===== src/hdl/ip_to_mac_neighbor_cache_unit_assert.svh =====
// ----------------------------------------------------------------------------
// Neighbor cache assertion macros
// Clocked assertion shorthands used by the neighbor cache top module.
// ----------------------------------------------------------------------------
`ifndef IP_TO_MAC_NEIGHBOR_CACHE_UNIT_ASSERT_SVH
`define IP_TO_MAC_NEIGHBOR_CACHE_UNIT_ASSERT_SVH

`ifndef NO_ASSERTIONS

`define NCU_ASSERT_SAME(lbl, ante, cons, msg) \
	lbl: assert property (@(posedge clk) disable iff (!arst_n) (ante) |-> (cons)) \
		else $error(msg);

`define NCU_ASSERT_NEXT(lbl, ante, cons, msg) \
	lbl: assert property (@(posedge clk) disable iff (!arst_n) (ante) |=> (cons)) \
		else $error(msg);

`else

`define NCU_ASSERT_SAME(lbl, ante, cons, msg)

`define NCU_ASSERT_NEXT(lbl, ante, cons, msg)

`endif

`endif


===== src/hdl/ncu_pkg.sv =====
// ----------------------------------------------------------------------------
// Neighbor cache package
// Sizes, codes and word types shared by the neighbor cache modules.
// ----------------------------------------------------------------------------
package ncu_pkg;

	localparam int TABLE_ENTRIES = 16;
	localparam int IDX_W = $clog2(TABLE_ENTRIES);

	localparam logic [31:0] BCAST_IP = 32'hffff_ffff;
	localparam logic [47:0] BCAST_MAC = 48'hffff_ffff_ffff;

	localparam logic OP_LOOKUP = 1'b0;
	localparam logic OP_REMEMBER = 1'b1;

	typedef enum logic [1:0] {
		ACT_LOOKUP,
		ACT_IGNORED,
		ACT_UPDATE,
		ACT_INSERT
	} action_t;

	typedef enum logic [1:0] {
		ST_IDLE,
		ST_SCAN,
		ST_LAST,
		ST_FINISH
	} state_t;

	typedef struct packed {
		logic operation;
		logic [31:0] ip_addr;
		logic [47:0] mac_addr;
	} ncu_in_t;

	typedef struct packed {
		logic found;
		logic [47:0] mac_out;
		action_t action;
	} ncu_out_t;

	typedef struct packed {
		logic [31:0] ip;
		logic [47:0] mac;
	} tbl_entry_t;

	typedef struct packed {
		logic en;
		logic [IDX_W-1:0] addr;
		tbl_entry_t data;
	} tbl_wr_t;

endpackage


===== src/hdl/ncu_table.sv =====
// ----------------------------------------------------------------------------
// Neighbor cache table
// Pair memory with one read and one write port, registered read and per-entry valid bits.
// ----------------------------------------------------------------------------
module ncu_table import ncu_pkg::*; (
	input logic clk,
	input logic arst_n,
	input logic rd_en,
	input logic [IDX_W-1:0] rd_addr,
	output tbl_entry_t rd_data,
	input tbl_wr_t wr
);

	tbl_entry_t mem_q [TABLE_ENTRIES];
	tbl_entry_t rd_q;
	logic [TABLE_ENTRIES-1:0] valid_q;
	logic rd_vld_q;

	always_ff @(posedge clk) begin
		if (wr.en) begin
			mem_q[wr.addr] <= wr.data;
		end
		if (rd_en) begin
			rd_q <= mem_q[rd_addr];
		end
	end

	// An entry never written reads as the cleared pair.
	always_ff @(posedge clk or negedge arst_n) begin
		if (!arst_n) begin
			valid_q <= '0;
			rd_vld_q <= 1'b0;
		end else begin
			if (wr.en) begin
				valid_q[wr.addr] <= 1'b1;
			end
			if (rd_en) begin
				rd_vld_q <= valid_q[rd_addr];
			end
		end
	end

	assign rd_data = rd_vld_q ? rd_q : '0;

endmodule


===== src/hdl/ip_to_mac_neighbor_cache_unit.sv =====
// ----------------------------------------------------------------------------
// IPv4 to MAC neighbor cache
// Resolves IPv4 addresses to MAC addresses and learns new pairs.
// ----------------------------------------------------------------------------
// A word is taken when start is high and busy is low. The table memory has a
// single read port, so the search reads one entry per cycle across all 16
// entries; state ST_LAST then compares the last entry and state ST_FINISH
// writes back and registers the result. The result appears for exactly one
// cycle with done high and must be taken then, since it cannot be held off. A
// new word may be started in the same cycle as done.
module ip_to_mac_neighbor_cache_unit import ncu_pkg::*; (
	input logic clk,
	input logic arst_n,
	input logic start,
	output logic busy,
	input ncu_in_t cmd,
	output logic done,
	output ncu_out_t result
);

`include "ip_to_mac_neighbor_cache_unit_assert.svh"

	state_t state_q, state_d;
	ncu_in_t cmd_q;
	logic [IDX_W-1:0] cnt_q;
	logic [IDX_W-1:0] head_q;
	logic chk_s1;
	logic [IDX_W-1:0] slot_s1;
	logic hit_q;
	logic [IDX_W-1:0] hit_slot_q;
	logic [47:0] hit_mac_q;
	logic done_q;
	ncu_out_t result_q, res_d;
	logic rd_en;
	tbl_entry_t rd_data;
	tbl_wr_t tbl_wr;

	ncu_table u_table (
		.clk (clk),
		.arst_n (arst_n),
		.rd_en (rd_en),
		.rd_addr (cnt_q),
		.rd_data (rd_data),
		.wr (tbl_wr)
	);

	always_comb begin
		state_d = state_q;
		unique case (state_q)
			ST_IDLE: begin
				if (start) begin
					state_d = ST_SCAN;
				end
			end
			ST_SCAN: begin
				if (cnt_q == IDX_W'(TABLE_ENTRIES - 1)) begin
					state_d = ST_LAST;
				end
			end
			ST_LAST: state_d = ST_FINISH;
			ST_FINISH: state_d = ST_IDLE;
			default: state_d = ST_IDLE;
		endcase
	end

	always_comb begin
		rd_en = (state_q == ST_SCAN);
		res_d = '0;
		res_d.action = ACT_LOOKUP;
		tbl_wr = '0;
		if (state_q == ST_FINISH) begin
			if (cmd_q.operation == OP_LOOKUP) begin
				priority if (cmd_q.ip_addr == BCAST_IP) begin
					res_d.found = 1'b1;
					res_d.mac_out = BCAST_MAC;
				end else if (cmd_q.ip_addr != '0 && hit_q) begin
					res_d.found = 1'b1;
					res_d.mac_out = hit_mac_q;
				end else begin
					res_d.found = 1'b0;
				end
			end else begin
				priority if (cmd_q.ip_addr == '0 || cmd_q.ip_addr == BCAST_IP) begin
					res_d.action = ACT_IGNORED;
				end else if (hit_q) begin
					res_d.action = ACT_UPDATE;
					tbl_wr.en = 1'b1;
					tbl_wr.addr = hit_slot_q;
					tbl_wr.data = '{ip: cmd_q.ip_addr, mac: cmd_q.mac_addr};
				end else begin
					res_d.action = ACT_INSERT;
					tbl_wr.en = 1'b1;
					tbl_wr.addr = head_q;
					tbl_wr.data = '{ip: cmd_q.ip_addr, mac: cmd_q.mac_addr};
				end
			end
		end
	end

	always_ff @(posedge clk or negedge arst_n) begin
		if (!arst_n) begin
			state_q <= ST_IDLE;
			cnt_q <= '0;
			head_q <= '0;
			chk_s1 <= 1'b0;
			hit_q <= 1'b0;
			done_q <= 1'b0;
		end else begin
			state_q <= state_d;
			chk_s1 <= rd_en;
			done_q <= (state_q == ST_FINISH);
			if (state_q == ST_IDLE && start) begin
				cnt_q <= '0;
				hit_q <= 1'b0;
			end else if (rd_en) begin
				cnt_q <= cnt_q + 1'b1;
			end
			if (chk_s1 && !hit_q && rd_data.ip == cmd_q.ip_addr) begin
				hit_q <= 1'b1;
			end
			if (state_q == ST_FINISH && res_d.action == ACT_INSERT) begin
				head_q <= (head_q == IDX_W'(TABLE_ENTRIES - 1)) ? '0 : head_q + 1'b1;
			end
		end
	end

	always_ff @(posedge clk) begin
		if (state_q == ST_IDLE && start) begin
			cmd_q <= cmd;
		end
		slot_s1 <= cnt_q;
		if (chk_s1 && !hit_q && rd_data.ip == cmd_q.ip_addr) begin
			hit_slot_q <= slot_s1;
			hit_mac_q <= rd_data.mac;
		end
		if (state_q == ST_FINISH) begin
			result_q <= res_d;
		end
	end

	assign busy = (state_q != ST_IDLE);
	assign done = done_q;
	assign result = result_q;

	`NCU_ASSERT_SAME(a_done_after_finish, done_q, $past(state_q == ST_FINISH), "Result strobe without a finished search.")
	`NCU_ASSERT_SAME(a_head_on_insert, head_q != $past(head_q), $past(state_q == ST_FINISH && res_d.action == ACT_INSERT), "Insert head moved without an insert.")
	`NCU_ASSERT_NEXT(a_write_reported, tbl_wr.en, done_q && (result_q.action == ACT_UPDATE || result_q.action == ACT_INSERT), "Table write not reported as update or insert.")
	`NCU_ASSERT_SAME(a_found_lookup, done_q && result_q.found, result_q.action == ACT_LOOKUP, "Found set on a remember word.")

endmodule


===== config.mk =====
export PLATFORM = sky130hd
export DESIGN_NAME = ip_to_mac_neighbor_cache_unit
export DESIGN_NICKNAME = d
export VERILOG_FILES = /design/src/hdl/ncu_pkg.sv /design/src/hdl/ncu_table.sv /design/src/hdl/ip_to_mac_neighbor_cache_unit.sv
export VERILOG_INCLUDE_DIRS = /design/src /design/src/hdl
export SDC_FILE = /design/constraint.sdc
export NUM_CORES = 2
export LEC_CHECK = 0
export BUFFER_PORTS_ARGS = -buffer_cell sky130_fd_sc_hd__buf_2
export CAP_MARGIN = 20
export CORE_MARGIN = 2
export CORE_UTILIZATION = 49
export CTS_BUF_LIST = sky130_fd_sc_hd__clkbuf_8
export DETAILED_ROUTE_END_ITERATION = 10
export GPL_TIMING_DRIVEN = 1
export RECOVER_POWER = 100
export SLEW_MARGIN = 20
export SYNTH_ARGS = -nofsm -noshare
export SYNTH_HDL_FRONTEND = slang
export SYNTH_SLANG_ARGS = --single-unit

===== constraint.sdc =====
create_clock -name clk -period 10.22 [get_ports clk]
set_input_delay 1.022 -clock clk [delete_from_list [all_inputs] [get_ports clk]]
set_output_delay 1.022 -clock clk [all_outputs]
set_load 0.05 [all_outputs]

# Yosys cells after proc, flatten, opt, wreduce, memory -nomap -nowiden
# Memory sizes are Yosys's and may differ from the RTL's. A register that Yosys moved wholly into a read port is not among the register bits.
# Cells that the tools add are included.
# op_classes
add_sub_neg,2
magnitude_cmp,3
n_eq_ne,10
mux,26
n_bitwise,2
n_reduce_logical,16
# op_table
operator,count
two-way mux 85 bit,3
two-way mux 84 bit,1
two-way mux 80 bit,1
two-way mux 49 bit,1
two-way mux 48 bit,1
== test 32 bit,1
== test 32 bit (second input constant),1
zero test 32 bit,1
nonzero test 32 bit,1
OR 16 bit,1
two-way mux 4 bit,3
less-than comparator 4 x 5 -> 1 bit (second input constant),2
two-way mux 2 bit,5
adder 4 x 1 -> 4 bit (second input constant),2
== test 4 bit (second input constant),2
two-way mux 1 bit,8
case mux 2 bit (4 select lines),1
== test 2 bit (second input constant),3
logical AND 1 bit,6
nonzero test 2 bit,3
binary-select mux 1 bit (select 4 bit),1
demux 1 bit (select 4 bit),1
>= comparator 4 x 1 -> 1 bit (second input constant),1
== test 2 x 1 -> 1 bit (second input constant),1
8 further kinds,8
# totals
register_bits,218
ramBits,1280
output_inout_bits,53
wordCells,77
n_memories,1
# mem_list
memory,words,word_bits,rd,rd_ports_with_merged_regs,write_ports,line,rtl
u_table.mem_q,16,80,1,1,1,ncu_table.sv:14,tbl_entry_t mem_q [TABLE_ENTRIES];

# Logic depth before layout (Yosys ltp)
# depth
word_depth,10
mapped_depth,8
ltp_nobuf,6

# By module
# From an unflattened synthesis, not the netlist that was laid out.
# hier_totals
hier_cells,2473
area_unflattened_um2,59553.4
# by_module_without_submodules
mod,n_inst,cells_each,area_per_inst_um2
ncu_table,1,2002,51723.4
ip_to_mac_neighbor_cache_unit,1,471,7830.0

# Worst setup path after synthesis
# Ideal clock, no wire load.
# synth_path
path_type,flip-flop to flip-flop
from,reg u_table.rd_vld_q
to,"reg hit_mac_q[0], enable pin"
arrival_ps,6287
slack_ps,3343
stages_incl_launch_ff,8
path_buffers,3
cell_sequence,dfrtp_1 buf_2 clkbuf_1 buf_2 nand3_1 o21ai_0 nand4_1 nor4_1
# synth_via
elab_chain_cells,3
# synth_rtl
item,line,rtl
"start, declared",ncu_table.sv:17,logic rd_vld_q;
"start signal, assigned",ncu_table.sv:38,rd_vld_q <= valid_q[rd_addr];
two-way mux 80 bit,ncu_table.sv:43,assign rd_data = rd_vld_q ? rd_q : '0;
== test 32 bit,ip_to_mac_neighbor_cache_unit.sv:132,if (chk_s1 && !hit_q && rd_data.ip == cmd_q.ip_addr) begin
logical AND 1 bit,ip_to_mac_neighbor_cache_unit.sv:132,
"end signal, assigned",ip_to_mac_neighbor_cache_unit.sv:134,hit_mac_q <= rd_data.mac;
"end, declared",ip_to_mac_neighbor_cache_unit.sv:31,logic [47:0] hit_mac_q;
# No other way between the ends.
# A chain may end at the register's enable or synchronous reset.

# Worst setup path in the final report
# layout_path
from,reg u_table.rd_vld_q
to,"reg hit_mac_q[31], enable pin"
# Same word-level chain as after synthesis.

==> reports/results.ini <==
[die]
start_util=0.4917
core_sq_um=121400
ios=137
core.rowCount=128
fp.dieW_um=353.0
die_y_um=353.0
fp.dieArea_sq_um=124600

[yosys]
yosys-top-cells-area=edfxtp_1 78%, mux4_2 15%, and2_1 1.4%
synth_area_leader_cell=edfxtp_1
yosysSeqAreaShare=0.7907
syn_avg_cell_area_sq_um=23.76
yosysWarnings=0
syn_nets=2603
synthMostInstantiatedCell=edfxtp_1
synth_top_cells_by_count=1544 x edfxtp_1, 405 x mux4_2, 130 x and2_1
synth_edf_count=1544
syn_area_sq_um=59690
netlist_instances=2512
synth_top_flop_cell=edfxtp_1
yosys_register_bits=1578
async_flop_share=0.01901
synth_top_area_frac=0.7768
ys_types=52

[routing]
drt_first_pass_iters=5
wl_per_cell_um=30.16
viasPerCell=5.909
drcViolationCount=0
drt-initial-drc-count=2584
ant_nets=0
vias=27400
wl_um=139800

[timing]
period_share=0.6721
hold_violations=0
min_period_ps=6869
finalSetupViolCount=0
worstMarginPinSlew_ps=5427
max-slew-margin-rel=-2.618
rsz0062_at_grt=no
slew_viol_final=1348
finClkSkew_ps=78.07
fmax_ghz=0.1456
finalSetupTns_ps=0

[global_route]
gr-total-overflow=0
antenna_found_initial=4
gr-usage-all-layers=0.2268
first_global_vias=29150
grt_pass1_wl_um=202500
grt_start_max_net_pins=157

[clocking]
clkSinkCount=1578
cts_tree=yes
hold_buffers=0
cts_buffer_depth=4
insertion_delay_ps=960
cts_resized=0
cts-root-buf=clkbuf_8
h-tree-depth=5
clk_pin_slew_ps=60
cts_setup_buffers=0
cts_made_buffers=274

[critical_path]
crit_chain=clkbuf_1 -> a21boi_0 -> a2111oi_0 -> and4_1 -> nand2_1 -> nor4_1 -> buf_4
slowest_stage=clkbuf_1
start_kind=flip-flop
critical_path.max_stage_delay_ps=3230
required_ps=10760
cp_max_fo=80
path_class=reg2reg
cp-end-kind=flip-flop
cp.arrival_ps=7410

[layout]
fin_nets=2935
final-instance-count-excl-fill=4636
layout-drive-gt1-share=0.2655
area_growth_pct=11.64

[job]
cap_violations=32

[placed_design]
dp.cells=4192
io_buffers=136
hpwl_um=71300
place_congestion=0.8270

[power]
power_density_nw_per_um2=253.8
ir_drop_mv=0.1639
leakage_nw=21.16

[status]
violations=capacitance limit, slew limit
outcome=finished with violations

[worst_hold_path]
worstHoldPathType=in2reg

==> placed cells by master, fill, tap and decap left out, drive strengths merged, types with 16 or more instances in the layout <==
cell / instances
clkinv: 58
buf: 77
and3: 16
clkbuf: 386
dfrtp: 30
and2: 130
edfxtp: 1544
o21a: 48
nand2: 18
inv: 106
mux4: 405
a31o: 23
==> sequential cells by signal (all words and copies together), names as in the netlist, 2 cells and up <==
| signal | flops |
|---|---|
| cmd_q | 81 |
| cnt_q | 4 |
| head_q | 4 |
| hit_mac_q | 48 |
| hit_slot_q | 4 |
| result | 51 |
| slot_s1 | 4 |
| state_q | 2 |
| u_table.mem_q | 1280 |
| u_table.rd_q | 80 |
| u_table.valid_q | 16 |
==> logic make-up (layout without fill, tap and decap cells) <==
| logic type | count (synthesis) | count (layout) | synth area share |
|---|---|---|---|
| AOI/OAI and AO/OA | 129 | 129 | 0.01620 |
| xor gates and xnor gates | 14 | 14 | 0.002054 |
| adders and majority gates | 7 | 7 | 0.001467 |
| muxes | 409 | 409 | 0.1536 |
| and+or+nand+nor | 236 | 236 | 0.02394 |
| DFF | 1578 | 1578 | 0.7907 |
| other | 0 | 2 | 0 |
| buffers and inverters | 139 | 636 | 0.01205 |
==> worst paths after layout <==
path / start / endpoint / slack (ps) / depth (start not counted)
worst min-delay path: cmd[0] / cmd_q[0]$_DFFE_PP_ / 240 / 1
max in group asynchronous: arst_n / u_table.rd_vld_q$_DFFE_PN0P_ / 7900 / 1
worst min register to register: slot_s1[1]$_DFF_P_ / hit_slot_q[1]$_DFFE_PP_ / 400 / 0
min in group asynchronous: arst_n / cnt_q[3]$_DFFE_PN0P_ / 770 / 1
worst max-delay path: u_table.rd_vld_q$_DFFE_PN0P_ / hit_mac_q[31]$_SDFFCE_PN0P_ / 3350 / 7
worst max register to register: u_table.rd_vld_q$_DFFE_PN0P_ / hit_mac_q[31]$_SDFFCE_PN0P_ / 3350 / 7
==> worst max-delay path: cells and delay by family, from the launching register on <==
| family | cells | cell delay (ps) |
|---|---|---|
| compound gates | 2 | 1330 |
| buf+inv | 2 | 3980 |
| flops | 1 | 370 |
| simple gates | 3 | 730 |
==> metal layers <==
| layer | wire length, um | global-route usage | vias to the layer above |
|---|---|---|---|
| met2 | 70160 | 0.3716 | 999 |
| met3 | 8784 | 0.04326 | 181 |
| met4 | 2781 | 0.06034 | 0 |
| met5 | 0 | 0 | - |
| met1 | 58110 | 0.3167 | 14880 |
| li1 | - | - | 11340 |
==> through the flow <==
step / hold WS (ps) / area (sq um) / total power, W / util / worst slack [ps]
after floorplan: 373.1 / 59690 / 0.01095 / - / 3343
after global placement: 390.8 / 62240 / 0.01193 / 0.5127 / 6041
after detailed placement: 388.7 / 62240 / 0.01201 / 0.5127 / 5960
after CTS: 147.6 / 66920 / 0.01707 / 0.5512 / 5984
after global routing: 164.6 / 66630 / 0.01763 / 0.5489 / 3044
final: 244.2 / 66630 / 0.01691 / 0.5489 / 3351
==> final cells by class <==
type                            instances  area (sq um)
Tap cell                             1625          2033
Fill cell                            9239         54770
Antenna cell                            2         5.005
Clock buffer                          282          3881
Clock inverter                        159         795.8
Sequential cell                      1578         47200
Timing Repair Buffer                  181         897.1
Multi-Input combinational cell        795         11770
Inverter                               14         52.55
==> power by group <==
part	internal (W)	total, W	switching (W)
Sequential	0.00791	0.00829	0.000379
Clock	0.00268	0.00506	0.00238
Combinational	0.00166	0.00356	0.00191
Total	0.0122	0.0169	0.00467
No activity file was read; power rests on OpenSTA's default activity.
